==> config.mk <==
export PLATFORM = sky130hd
export DESIGN_NAME = decimal_number_token_recognizer
export DESIGN_NICKNAME = d
export VERILOG_FILES = /design/src/hw/rtl/dntr_pkg.sv /design/src/hw/rtl/dntr_step.sv /design/src/hw/rtl/decimal_number_token_recognizer.sv
export SDC_FILE = /design/constraint.sdc
export NUM_CORES = 1
export LEC_CHECK = 0
export BUFFER_PORTS_ARGS = -buffer_cell sky130_fd_sc_hd__buf_2
export CORE_AREA = 2 2 116 118
export CTS_BUF_LIST = sky130_fd_sc_hd__clkbuf_4 sky130_fd_sc_hd__clkbuf_8
export CTS_CLUSTER_SIZE = 28
export DETAILED_ROUTE_END_ITERATION = 7
export DIE_AREA = 0 0 118 120
export HOLD_SLACK_MARGIN = 0.06
export PLACE_DENSITY = 0.75
export SYNTH_ARGS = -nofsm -noshare
export SYNTH_HDL_FRONTEND = slang
export SYNTH_SLANG_ARGS = --single-unit
==> constraint.sdc <==
create_clock -name clk -period 6.4 [get_ports clk]
set_clock_uncertainty 0.05 [all_clocks]
set_input_delay 0.64 -clock clk [delete_from_list [all_inputs] [get_ports clk]]
set_output_delay 0.64 -clock clk [all_outputs]
set_load 0.02 [all_outputs]
==> src/hw/rtl/dntr_pkg.sv <==
// shared types and constants for the decimal number token recognizer
`timescale 1ns / 1ps

package dntr_pkg;

	localparam int unsigned BYTE_W = 8;
	localparam int unsigned INT_W = 32;
	localparam int unsigned CLASS_W = 2;
	localparam int unsigned OUT_W = 32;
	localparam int unsigned USER_W = 3;

	localparam logic [CLASS_W-1:0] CLASS_NONE = 2'd0;
	localparam logic [CLASS_W-1:0] CLASS_INT = 2'd1;
	localparam logic [CLASS_W-1:0] CLASS_REAL = 2'd2;

	localparam logic [INT_W-1:0] POS_LIMIT = 32'h7fff_ffff;
	localparam logic [INT_W-1:0] NEG_LIMIT = 32'h8000_0000;

	localparam logic [BYTE_W-1:0] CHAR_PLUS = 8'h2b;
	localparam logic [BYTE_W-1:0] CHAR_MINUS = 8'h2d;
	localparam logic [BYTE_W-1:0] CHAR_DOT = 8'h2e;
	localparam logic [BYTE_W-1:0] CHAR_ZERO = 8'h30;
	localparam logic [BYTE_W-1:0] CHAR_NINE = 8'h39;
	localparam logic [BYTE_W-1:0] CHAR_E_UP = 8'h45;
	localparam logic [BYTE_W-1:0] CHAR_E_LO = 8'h65;

	typedef struct packed {
		logic              at_first_byte;
		logic              rejected;
		logic              seen_dot;
		logic              seen_exponent;
		logic              prev_was_exponent_mark;
		logic              have_mantissa_digit;
		logic              have_exponent_digit;
		logic              is_negative;
		logic [INT_W-1:0]  magnitude;
		logic              magnitude_overflow;
	} tok_state_t;

	localparam tok_state_t TOK_RESET = '{
		at_first_byte: 1'b1,
		rejected: 1'b0,
		seen_dot: 1'b0,
		seen_exponent: 1'b0,
		prev_was_exponent_mark: 1'b0,
		have_mantissa_digit: 1'b0,
		have_exponent_digit: 1'b0,
		is_negative: 1'b0,
		magnitude: '0,
		magnitude_overflow: 1'b0
	};

	typedef struct packed {
		logic              int_out_of_range;
		logic [INT_W-1:0]  int_value;
		logic [CLASS_W-1:0] number_class;
	} tok_result_t;

endpackage

==> src/hw/rtl/dntr_step.sv <==
// next-state and result logic for one token byte
`timescale 1ns / 1ps

module dntr_step (
	input  dntr_pkg::tok_state_t              state,
	input  logic [dntr_pkg::BYTE_W-1:0]       token_byte,
	input  logic                              last_byte,
	output dntr_pkg::tok_state_t              next_state,
	output dntr_pkg::tok_result_t             result
);

	dntr_pkg::tok_state_t upd;
	logic is_sign;
	logic is_digit;
	logic is_mark;
	logic fits;
	logic [dntr_pkg::INT_W+3:0] acc;
	logic [3:0] digit;

	assign is_sign = (token_byte == dntr_pkg::CHAR_PLUS) || (token_byte == dntr_pkg::CHAR_MINUS);
	assign is_digit = (token_byte >= dntr_pkg::CHAR_ZERO) && (token_byte <= dntr_pkg::CHAR_NINE);
	assign is_mark = (token_byte == dntr_pkg::CHAR_E_UP) || (token_byte == dntr_pkg::CHAR_E_LO);
	assign digit = token_byte[3:0];

	// magnitude * 10 + digit
	assign acc = ({4'b0, state.magnitude} << 3) + ({4'b0, state.magnitude} << 1)
		+ {{(dntr_pkg::INT_W){1'b0}}, digit};

	always_comb begin
		upd = state;
		upd.at_first_byte = 1'b0;
		upd.prev_was_exponent_mark = 1'b0;
		if (!state.rejected) begin
			if (token_byte[dntr_pkg::BYTE_W-1]) begin
				upd.rejected = 1'b1;
			end else if (state.at_first_byte && is_sign) begin
				upd.is_negative = (token_byte == dntr_pkg::CHAR_MINUS);
			end else if (is_digit) begin
				if (state.seen_exponent) begin
					upd.have_exponent_digit = 1'b1;
				end else begin
					upd.have_mantissa_digit = 1'b1;
					if (acc[dntr_pkg::INT_W+3:dntr_pkg::INT_W] != 4'd0) begin
						upd.magnitude = '1;
						upd.magnitude_overflow = 1'b1;
					end else begin
						upd.magnitude = acc[dntr_pkg::INT_W-1:0];
					end
				end
			end else if ((token_byte == dntr_pkg::CHAR_DOT) && !state.seen_dot
					&& !state.seen_exponent) begin
				upd.seen_dot = 1'b1;
			end else if (is_mark && !state.seen_exponent) begin
				upd.seen_exponent = 1'b1;
				upd.prev_was_exponent_mark = 1'b1;
			end else if (is_sign && state.seen_exponent && !state.have_exponent_digit
					&& state.prev_was_exponent_mark) begin
				upd.rejected = 1'b0;
			end else begin
				upd.rejected = 1'b1;
			end
		end
	end

	always_comb begin
		if (upd.magnitude_overflow) begin
			fits = 1'b0;
		end else if (upd.is_negative) begin
			fits = upd.magnitude <= dntr_pkg::NEG_LIMIT;
		end else begin
			fits = upd.magnitude <= dntr_pkg::POS_LIMIT;
		end
	end

	always_comb begin
		result.number_class = dntr_pkg::CLASS_NONE;
		result.int_value = '0;
		result.int_out_of_range = 1'b0;
		if (upd.rejected || !upd.have_mantissa_digit
				|| (upd.seen_exponent && !upd.have_exponent_digit)) begin
			result.number_class = dntr_pkg::CLASS_NONE;
		end else if (upd.seen_dot || upd.seen_exponent) begin
			result.number_class = dntr_pkg::CLASS_REAL;
		end else if (fits) begin
			result.number_class = dntr_pkg::CLASS_INT;
			result.int_value = upd.is_negative ? (32'd0 - upd.magnitude) : upd.magnitude;
		end else begin
			result.number_class = dntr_pkg::CLASS_REAL;
			result.int_out_of_range = 1'b1;
		end
	end

	assign next_state = last_byte ? dntr_pkg::TOK_RESET : upd;

endmodule

==> src/hw/rtl/decimal_number_token_recognizer.sv <==
// top level of the decimal number token recognizer
//
// channel  dir  tdata              tuser                                 tlast
// s_*      in   [7:0] token_byte   -                                     last_byte
// m_*      out  [31:0] int_value   [1:0] number_class,                   -
//                                  [2] int_out_of_range
//
// one byte per cycle while no last byte waits; bytes pass an input register,
// then the token state, and a last byte's result goes to the result register
// bytes that are not last never wait on the output side
// a last byte waits in the input register while an earlier result is held
// arst_n clears the token state and both valid flags
`timescale 1ns / 1ps

module decimal_number_token_recognizer (
	input  logic                          clk,
	input  logic                          arst_n,
	input  logic                          s_tvalid,
	output logic                          s_tready,
	input  logic [dntr_pkg::BYTE_W-1:0]   s_tdata,  // token_byte
	input  logic                          s_tlast,
	output logic                          m_tvalid,
	input  logic                          m_tready,
	output logic [dntr_pkg::OUT_W-1:0]    m_tdata,  // int_value
	output logic [dntr_pkg::USER_W-1:0]   m_tuser   // number_class, int_out_of_range
);

	logic                          valid_s1;
	logic [dntr_pkg::BYTE_W-1:0]   byte_s1;
	logic                          last_s1;
	logic                          adv_s1;
	logic                          out_valid_q;
	dntr_pkg::tok_state_t          state_q;
	dntr_pkg::tok_state_t          next_state;
	dntr_pkg::tok_result_t         result;
	dntr_pkg::tok_result_t         result_q;

	dntr_step u_step (
		.state      (state_q),
		.token_byte (byte_s1),
		.last_byte  (last_s1),
		.next_state (next_state),
		.result     (result)
	);

	assign adv_s1 = valid_s1 && (!last_s1 || !out_valid_q || m_tready);
	assign s_tready = !valid_s1 || adv_s1;

	always_ff @(posedge clk or negedge arst_n) begin
		if (!arst_n) begin
			valid_s1 <= 1'b0;
			out_valid_q <= 1'b0;
			state_q <= dntr_pkg::TOK_RESET;
		end else begin
			if (s_tready) begin
				valid_s1 <= s_tvalid;
			end
			if (adv_s1) begin
				state_q <= next_state;
			end
			if (adv_s1 && last_s1) begin
				out_valid_q <= 1'b1;
			end else if (m_tready) begin
				out_valid_q <= 1'b0;
			end
		end
	end

	always_ff @(posedge clk) begin
		if (s_tready) begin
			byte_s1 <= s_tdata;
			last_s1 <= s_tlast;
		end
		if (adv_s1 && last_s1) begin
			result_q <= result;
		end
	end

	assign m_tvalid = out_valid_q;
	assign m_tdata = result_q.int_value;
	assign m_tuser = {result_q.int_out_of_range, result_q.number_class};

endmodule

==> flow_metrics.tcl, run 1 <==
set metrics [dict create \
    clock_latency_ps 380 \
    cpMaxStageDelayCell "a2111o_2" \
    overflow 0 \
    rows 42 \
    drv_slew 0 \
    path_buf_inv 1 \
    worst_slew_pin_slew_ps 1050 \
    cts-root-buf "clkbuf_8" \
    grt_start_max_net_pins 44 \
    antenna_found_initial 0 \
    vias 6634 \
    ys_ff_latch 87 \
    die_x_um 118 \
    drt-total-wl_um 21100 \
    rsz0062_at_grt "false" \
    diodes 0 \
    fin_nets 911 \
    gp_congestion 1.04 \
    crit_type "reg2reg" \
    clk_pin_slew_ps 100 \
    hold_buffers 0 \
    die_h_um 120 \
    grt_first_pass_wirelength_um 33700 \
    status "completed" \
    synth-edff-count 44 \
    ys_warn_count 0 \
    syn_inst 803 \
    fillers 1206 \
    r2r_slack_ps 420 \
    area.growth.synth_to_final_pct 7.89 \
    syn_area_sq_um 6990 \
    worstPathRequired_ps 6560 \
    synthFlopType "edfxtp_1" \
    grt_usage 0.304 \
    detail_route.wl_per_cell_um 20.8 \
    dr.pass1.iters 5 \
    fp.dieArea_sq_um 14200 \
    cts_made_buffers 9 \
    period_share 0.935 \
    cts_htree_levels 3 \
    critPathLaunchType "flip-flop" \
    setup_viol 0 \
    path_delay_family "simple AND/OR/NAND/NOR gates" \
    setup-tns-final_ps 0 \
    power.density_nw_per_um2 160 \
    core-area_sq_um 13000 \
    cpPeakStageDelay_ps 760 \
    synth_area_per_cell_sq_um 8.71 \
    io_pins 50 \
    placed_area_sq_um 7360 \
    synthArstFlopShare 0.494 \
    hold_path_class "in2reg" \
    ys_seq_area_frac 0.343 \
    cts_tree "done" \
    relSlewSlack 0.300 \
    worstPathCellList "ha_1, ha_1, inv_1, fa_1, nand2b_1, a21oi_1, o21ai_0, nand4b_1, a311oi_1, o22a_2, and4_1, a21oi_1, or4_1, or4_1, a2111o_2, nor3_1" \
    ant_nets 0 \
    cap_violations 0 \
    synth_cell_types 76 \
    drt_iter0_markers 855 \
    arrival_ps 6150 \
    dp_hpwl_um 16300 \
    placement.io_buffers 49 \
    cts_buffer_depth 2 \
    fin_ws_ps 417 \
    cts.sinks 87 \
    layout-drive-gt1-share 0.110 \
    drt_drc_violations_left 0 \
    leakage_nw 3.22 \
    synth_nets 882 \
    peakVddDrop_v 0.000154 \
    grt_pass1_vias 6338 \
    fin_area_sq_um 7540 \
    post-place-ws_ps 405 \
    hold_viol 0 \
    start_util 0.539 \
    path_max_fanout 33 \
    worstSetupEndpointType "flip-flop" \
    via_per_inst 6.55 \
    period_needed_ps 5980 \
    max_freq_mhz 167 \
]
[layer usage]
metal | part of all wire | vias to the layer above | routed length, um | track usage
li1 | - | 3061 | - | -
met4 | 0.049 | 0 | 1040 | 0.155
met3 | 0.063 | 75 | 1330 | 0.0456
met2 | 0.48 | 325 | 10200 | 0.516
met1 | 0.40 | 3173 | 8500 | 0.377
met5 | 0 | - | 0 | 0
[state kept, by name (all words and copies together) (netlist names)]
signal,flops
state_q,41
m_tdata,32
m_tuser,3
byte_s1,8
last_s1,1
m_tvalid,1
valid_s1,1
[power breakdown]
group / internal, W / total (W) / switching (W)
Sequential: 0.000610 / 0.000632 / 0.0000216
Clock: 0.000145 / 0.000357 / 0.000212
Combinational: 0.0000687 / 0.000215 / 0.000146
[per-stage QoR]
stage / instances / hold slack (ps) / power, W / utilization
5_1_grt: 1013 / 363 / 0.00125 / 0.581
3_5_place_dp: 997 / 419 / 0.000853 / 0.567
2_1_floorplan: 803 / 294 / 0.000781 / -
4_1_cts: 1013 / 368 / 0.00120 / 0.581
6_report: 1013 / 379 / 0.00120 / 0.581
3_3_place_gp: 997 / 400 / 0.000850 / 0.567
[placed cells by master (no fill, tap or decap), types with 4 or more instances in the layout]
master,instances
nand4_1,13
ha_1,64
o22a_1,9
o22ai_1,13
buf_2,49
nor4_1,9
o31ai_1,9
or4_1,6
a22o_1,14
buf_4,10
dfrtp_1,42
nand2b_1,7
nor2b_1,4
xnor2_1,27
o21a_1,8
nand3_1,12
a31oi_1,13
nand2_1,79
clkbuf_8,9
o211ai_1,12
edfxtp_1,44
inv_1,20
or3_1,7
a21o_1,8
o41ai_1,8
xor2_1,26
o21ai_0,54
and2_1,9
a21oi_1,63
nor3_1,20
nor2_1,97
[synth_stat cells (4+ instances only)]
| library cell | count | area [sq um] |
|---|---|---|
| a21o_1 | 8 | 60.1 |
| a21oi_1 | 63 | 315 |
| a22o_1 | 14 | 123 |
| a31oi_1 | 13 | 81.3 |
| and2_1 | 9 | 56.3 |
| buf_1 | 4 | 15.0 |
| buf_2 | 12 | 60.1 |
| clkbuf_1 | 22 | 82.6 |
| dfrtp_1 | 42 | 1050 |
| edfxtp_1 | 44 | 1320 |
| ha_1 | 64 | 801 |
| inv_1 | 20 | 75.1 |
| nand2_1 | 79 | 297 |
| nand2b_1 | 7 | 43.8 |
| nand3_1 | 12 | 60.1 |
| nand4_1 | 13 | 81.3 |
| nor2_1 | 97 | 364 |
| nor2b_1 | 4 | 25.0 |
| nor3_1 | 21 | 105 |
| nor4_1 | 10 | 62.6 |
| o211ai_1 | 12 | 90.1 |
| o21a_1 | 8 | 60.1 |
| o21ai_0 | 54 | 270 |
| o22a_1 | 9 | 78.8 |
| o22ai_1 | 13 | 81.3 |
| o31ai_1 | 9 | 67.6 |
| o41ai_1 | 8 | 70.1 |
| or3_1 | 7 | 43.8 |
| or4_1 | 6 | 45.0 |
| xnor2_1 | 27 | 236 |
| xor2_1 | 26 | 228 |
[cell families (layout without fill, tap and decap cells)]
| logic type | Yosys count | after routing | synth area share |
|---|---|---|---|
| fa+ha+maj | 66 | 66 | 0.120 |
| compound gates | 246 | 246 | 0.234 |
| flops | 87 | 87 | 0.343 |
| mux | 4 | 4 | 0.00590 |
| xor+xnor | 53 | 53 | 0.0664 |
| buf+inv | 61 | 95 | 0.0367 |
| simple gates | 286 | 286 | 0.194 |
[final cells by class]
| type | count | area (sq um) | area share |
|---|---|---|---|
| tap | 176 | 220 | 0.0292 |
| clock inverter | 7 | 56.3 | 0.00746 |
| timing repair buffer | 59 | 320 | 0.0425 |
| sequential | 87 | 2400 | 0.318 |
| multi-input combinational | 655 | 4350 | 0.577 |
| clock buffer | 9 | 124 | 0.0164 |
| inverter | 20 | 75.1 | 0.00995 |
[path summary, 6_finish.rpt]
kind | startpoint | depth (start not counted) | endpoint
worst min register to register | state_q[40] | 2 | state_q[40]
worst max register to register | byte_s1[2] | 16 | m_tdata[29]
min in group asynchronous | arst_n | 1 | m_tvalid
max in group asynchronous | arst_n | 1 | state_q[4]
worst min-delay path | s_tdata[7] | 1 | byte_s1[7]
worst max-delay path | byte_s1[2] | 16 | m_tdata[29]
[repair_timing]
item | 4_1_cts | 5_1_grt
setup buffers | 0 | 0
resized for setup | 0 | 1
setup endpoints to repair | 0 | 28
(Power assumes the default switching activity.)
==> inputs of run 2 (changes only) <==
- ABC_AREA: not set -> 1
- ABC_CLOCK_PERIOD_IN_PS: not set -> 6400
- CORE_AREA: 2 2 116 118 -> 2 2 122 124
- DIE_AREA: 0 0 118 120 -> 0 0 124 126
- PLACE_DENSITY: 0.75 -> 0.74
==> run 2 against run 1 <==
Effect of this change: register-to-register slack gained 1300 ps; global-route usage shrank 2.4 points; sequential cell count is the same; critical path depth grew 10; cell count grew 33%; die area grew 10%; clock-buffer cell count is the same; largest cell class unchanged.
==> flow_metrics.tcl, run 2 <==
set metrics [dict create \
    status "completed" \
    max_freq_mhz 213 \
    grt_usage 0.280 \
    r2r_slack_ps 1690 \
    max_flop_register "state_q" \
    synth_top_cell_by_area "edfxtp_1" \
    leakage_nw 4.49 \
    vias 7378 \
    hold_viol 0 \
    worstPathRequired_ps 6560 \
    overflow 0 \
    rows 44 \
    fin_area_sq_um 8310 \
    crit_start "byte_s1[3]" \
    period_share 0.735 \
    via_per_inst 5.49 \
    ys_ff_latch 87 \
    layout-drive-gt1-share 0.146 \
    ys_warn_count 0 \
    clk_pin_slew_ps 90 \
    critPathLaunchType "flip-flop" \
    fin_nets 1234 \
    rr_startpoint "byte_s1[3]" \
    synthTopCellsByCount "nand2_1, inv_1, nor2_1" \
    synth_nets 1189 \
    cts.sinks 87 \
    synth_area_per_cell_sq_um 6.95 \
    clock_latency_ps 380 \
    ys_top_cells_by_area "edfxtp_1, nand2_1, dfrtp_1" \
    setup-tns-final_ps 0 \
    hold_buffers 0 \
    diodes 0 \
    drt_drc_violations_left 0 \
    detail_route.wl_per_cell_um 15.5 \
    crit_end "m_tdata[2]" \
    peakVddDrop_v 0.000143 \
    holdWs_ps 373 \
    gp_congestion 0.974 \
    synth_most_common_cell "nand2_1" \
    placed_area_sq_um 8120 \
    cts-root-buf "clkbuf_8" \
    period_needed_ps 4710 \
    antenna_found_initial 0 \
    dr.pass1.iters 8 \
    io_pins 50 \
    die_x_um 124 \
    largest_reg_flops 41 \
    die_h_um 126 \
    ant_nets 0 \
    start_util 0.539 \
    rr_worst_depth 26 \
    synthFlopType "edfxtp_1" \
    area.growth.synth_to_final_pct 7.65 \
    grt_pass1_vias 7061 \
    placement.io_buffers 49 \
    drt-total-wl_um 20800 \
    syn_area_sq_um 7720 \
    layout_commonest_cell "nand2_1" \
    worst_slew_pin_slew_ps 1080 \
    synth_top_cell_area_share 0.171 \
    worst_r2r_endpoint "m_tdata[2]" \
    cts_buffer_depth 2 \
    syn_inst 1110 \
    cts_made_buffers 9 \
    dp_hpwl_um 16400 \
    final_cell_mix "nand2_1, inv_1, nor2_1" \
    power.density_nw_per_um2 150 \
    drv_slew 0 \
    ys_seq_area_frac 0.311 \
    worstSetupEndpointType "flip-flop" \
    arrival_ps 4870 \
    fp.dieArea_sq_um 15600 \
    grt_first_pass_wirelength_um 34000 \
    drt_iter0_markers 726 \
    postCtsSetupRepairBufs 0 \
    crit_type "reg2reg" \
    path_max_fanout 33 \
    cts_tree "done" \
    rsz0062_at_grt "false" \
    hold_path_class "in2async" \
    grt_start_max_net_pins 45 \
    setup_viol 0 \
    core-area_sq_um 14300 \
    synth-edff-count 44 \
    relSlewSlack 0.276 \
    cap_violations 0 \
    synthArstFlopShare 0.494 \
    postCtsResizedCells 0 \
    synth_cell_types 47 \
    cts_htree_levels 3 \
]
run 2: changes by cell type in the layout (fill, tap and decap cells not counted), sizes merged, moves of 14 or more:
cell   change
inv      +143
nand3     +48
o21ai     -23
a22o      -14
nand2    +290
nor2      +39
xnor2     -19
run 2: layout make-up:
class	count	area [sq um]
timing repair buffer	53	275
inverter	164	616
fill	1443	6000
tap	184	230
clock inverter	7	71.3
clock buffer	9	124
multi-input combinational	840	4600
sequential	87	2400
run 2: critical path: stages (launching register included):
cell      delay, ps
edfxtp_1        390
inv_1            90
fa_1            530
fa_1            480
inv_1            90
nand2_1          50
nand2_1          80
nand3_1          70
nand2_1          90
nand2_1          70
nand2_2         110
nand2_2          70
nand3_2          60
nand2_2          90
nor2_4          260
nand2_4         180
nand2_4         130
nand2_1         130
inv_2           110
nand2_1          70
nor2_2          140
nand2_2         100
nor2_4          160
nand3_2         100
nand2_2         100
nand3_4         410
a21oi_1         290
run 2: kinds of logic after synthesis:
group / count (synthesis) / share of synthesized area
xor gates and xnor gates: 26 / 0.0295
adders and majority gates: 66 / 0.109
buffers and inverters: 183 / 0.0940
and+or+nand+nor: 613 / 0.345
AOI/OAI and AO/OA: 135 / 0.112
DFF: 87 / 0.311
run 2: how the worst min path moves through the flow:
stage	end	start	slack [ps]	cells after the start
3_3_place_gp	state_q[40]	state_q[40]	420	2
3_5_place_dp	state_q[40]	state_q[40]	430	2
6_report	state_q[25]	arst_n	370	1
4_1_cts	last_s1	s_tlast	370	1
2_1_floorplan	m_tvalid	arst_n	290	0
5_1_grt	last_s1	s_tlast	370	1
run 2: where the power goes:
part	internal, W	total (W)	switching (W)
combinational	0.0000645	0.000228	0.000163
sequential	0.000609	0.000620	0.0000117
clock	0.000182	0.000395	0.000213
total	0.000855	0.00124	0.000388
run 2: routing by layer:
metal	wire length, um	track usage	vias to the layer above	part of all wire
met5	0	0	-	0
met4	844	0.108	0	0.041
met3	1290	0.0444	59	0.062
met2	10300	0.486	254	0.49
met1	8400	0.345	3381	0.40
li1	-	-	3684	-
run 2: stage by stage:
stage | total power, W | util | cells | setup WS, ps
floorplan | 0.000787 | - | 1110 | 2710
global placement | 0.000853 | 0.567 | 1328 | 1900
detailed placement | 0.000856 | 0.567 | 1328 | 1740
CTS | 0.00124 | 0.581 | 1344 | 1710
global route | 0.00130 | 0.581 | 1344 | 1320
finish | 0.00124 | 0.581 | 1344 | 1690
==> inputs of run 3 (changes only) <==
- ABC_AREA: 1 -> 0
- ABC_CLOCK_PERIOD_IN_PS: 6400 -> 4290
- CORE_AREA: 2 2 122 124 -> 2 2 116 118
- DIE_AREA: 0 0 124 126 -> 0 0 118 120
- PLACE_DENSITY: 0.74 -> 0.78
- clock period: 6.4 -> 4.29 ns (I/O delays scaled with it)
==> run 3 against run 2 <==
Effect of this change: the flow now finishes with violations (setup timing); total power rose by 69%; first-iteration DRC count rose by 53%; core utilization rose by 20 points; worst setup slack got worse by 2400 ps; clock power rose by 63%; largest cell class unchanged; largest power group unchanged.
==> flow_metrics.tcl, run 3 (synthesis results as in run 1) <==
set metrics [dict create \
    rows 42 \
    hold_viol 0 \
    cts_buffer_depth 2 \
    cts_made_buffers 9 \
    grt_pass1_vias 7664 \
    layout_commonest_cell "buf_4" \
    largest_reg_flops 41 \
    cpMaxStageDelayCell "fa_2" \
    leakage_nw 4.44 \
    core-area_sq_um 13000 \
    final_cell_mix "buf_4, nor2_1, nand2_1" \
    fp.dieArea_sq_um 14200 \
    grt_first_pass_wirelength_um 38500 \
    layout-drive-gt1-share 0.403 \
    cts_tree "done" \
    grt_start_max_net_pins 44 \
    area.growth.synth_to_final_pct 44.9 \
    violations "setup timing" \
    status "finished with violations" \
    clk_pin_slew_ps 90 \
    arrival_ps 5100 \
    drv_slew 0 \
    cts-root-buf "clkbuf_8" \
    drt-total-wl_um 27500 \
    final_util 0.781 \
    placement.io_buffers 49 \
    max_freq_mhz 198 \
    detail_route.wl_per_cell_um 22.1 \
    setup_viol 35 \
    cpPeakStageDelay_ps 550 \
    fillers 766 \
    gp_congestion 0.998 \
    relSlewSlack 0.265 \
    period_share 1.17 \
    multi_input_area_sq_um 5100 \
    vias 8098 \
    grt_usage 0.345 \
    worstPathCellList "inv_1, fa_2, fa_2, nand2b_4, a21oi_4, o21ai_4, nand4b_1, a311oi_2, buf_4, o2111ai_4, nor4_1, o21bai_1, or4_4, buf_4, or3_1, buf_4, mux2i_4, nor3_4" \
    rsz0062_at_grt "true" \
    ant_nets 0 \
    fin_nets 1142 \
    via_per_inst 6.51 \
    start_util 0.539 \
    die_h_um 120 \
    critPathLaunchType "flip-flop" \
    setup-tns-final_ps -21820 \
    io_pins 50 \
    period_needed_ps 5040 \
    dp_hpwl_um 17400 \
    worst_slew_pin_slew_ps 1100 \
    worstSetupEndpointType "flip-flop" \
    path_max_fanout 16 \
    dr.pass1.iters 6 \
    drt_iter0_markers 1111 \
    cap_violations 0 \
    crit_type "reg2reg" \
    die_x_um 118 \
    fin_ws_ps -750 \
    overflow 0 \
    peakVddDrop_v 0.000216 \
    worstPathRequired_ps 4350 \
    hold_path_class "in2reg" \
    drt_drc_violations_left 0 \
    antenna_found_initial 0 \
    cts.sinks 87 \
    power.density_nw_per_um2 207 \
    max_flop_register "state_q" \
    diodes 0 \
    clock_latency_ps 370 \
    register_area_sq_um 2410 \
    crit_top_cell "buf_4" \
    dp_cells 1193 \
    instances_no_fill 1244 \
    cts_htree_levels 3 \
]
## run 3: cell count changes in the layout (fill, tap and decap cells not counted), moves of 12 or more
cell      change
a22o_1       +14
buf_4       +226
ha_1         -32
ha_4         +28
inv_1       -126
inv_2        -17
nand2_1     -274
nand2_2      -15
nand3_1      -46
nor2_1       -25
o211ai_1     +12
o21ai_0      +21
xnor2_1      +19
## run 3: per-layer routing
layer	global-route usage	vias to the layer above	wire, um
li1	-	3519	-
met1	0.400	3769	9660
met2	0.604	607	13100
met3	0.0680	203	2650
met4	0.183	0	2140
met5	0	-	0
## run 3: layout make-up
type,count,area share
clock buffers,10,0.0130
flip-flops and latches,87,0.238
multi-input cells,655,0.504
inverters,20,0.00741
repair buffers,290,0.208
well taps,176,0.0217
clock inverters,6,0.00839
## run 3: stage by stage
| step | setup WS, ps | power, W | area (sq um) | hold slack [ps] |
|---|---|---|---|---|
| 4_1_cts | -548 | 0.00200 | 9770 | 183 |
| 5_1_grt | -893 | 0.00215 | 10100 | 171 |
| 6_report | -750 | 0.00209 | 10100 | 180 |
| 3_3_place_gp | -634 | 0.00134 | 8940 | 400 |
| 3_5_place_dp | -745 | 0.00135 | 8940 | 414 |
| 2_1_floorplan | -454 | 0.00118 | 7110 | 83.4 |
## run 3: repair_timing
item                                   4_1_cts  5_1_grt
setup endpoints to repair                   35       35
gates resized for setup                     73       47
cloned                                       1        0
pin swaps                                   20       22
endpoints found under the hold margin        0        0
hold buffers                                 0        0
buffers inserted                            19       16
## run 3: power by group
| group | internal [W] | switching [W] | total (W) | leakage, nW |
|---|---|---|---|---|
| Sequential | 0.000911 | 0.0000273 | 0.000938 | 1.00 |
| Clock | 0.000333 | 0.000313 | 0.000645 | 0.107 |
| Combinational | 0.000203 | 0.000308 | 0.000511 | 3.33 |
## run 3: worst paths after layout
path	from	endpoint	slack, ps	depth (start not counted)
setup / recovery	byte_s1[3]	m_tdata[29]	-750	18
hold / removal	s_tdata[7]	byte_s1[7]	180	1
setup reg to reg	byte_s1[3]	m_tdata[29]	-750	18
hold reg to reg	state_q[40]	state_q[40]	430	2
max in group asynchronous	arst_n	state_q[28]	3220	1
min in group asynchronous	arst_n	state_q[27]	220	1
## run 3: worst max-delay path, delay by kind of cell (launching register included)
kind,cells,cell delay (ps)
simple gates,6,1600
compound gates,5,920
fa+ha+maj,2,760
buf+inv,4,690
flops,1,380
mux,1,350
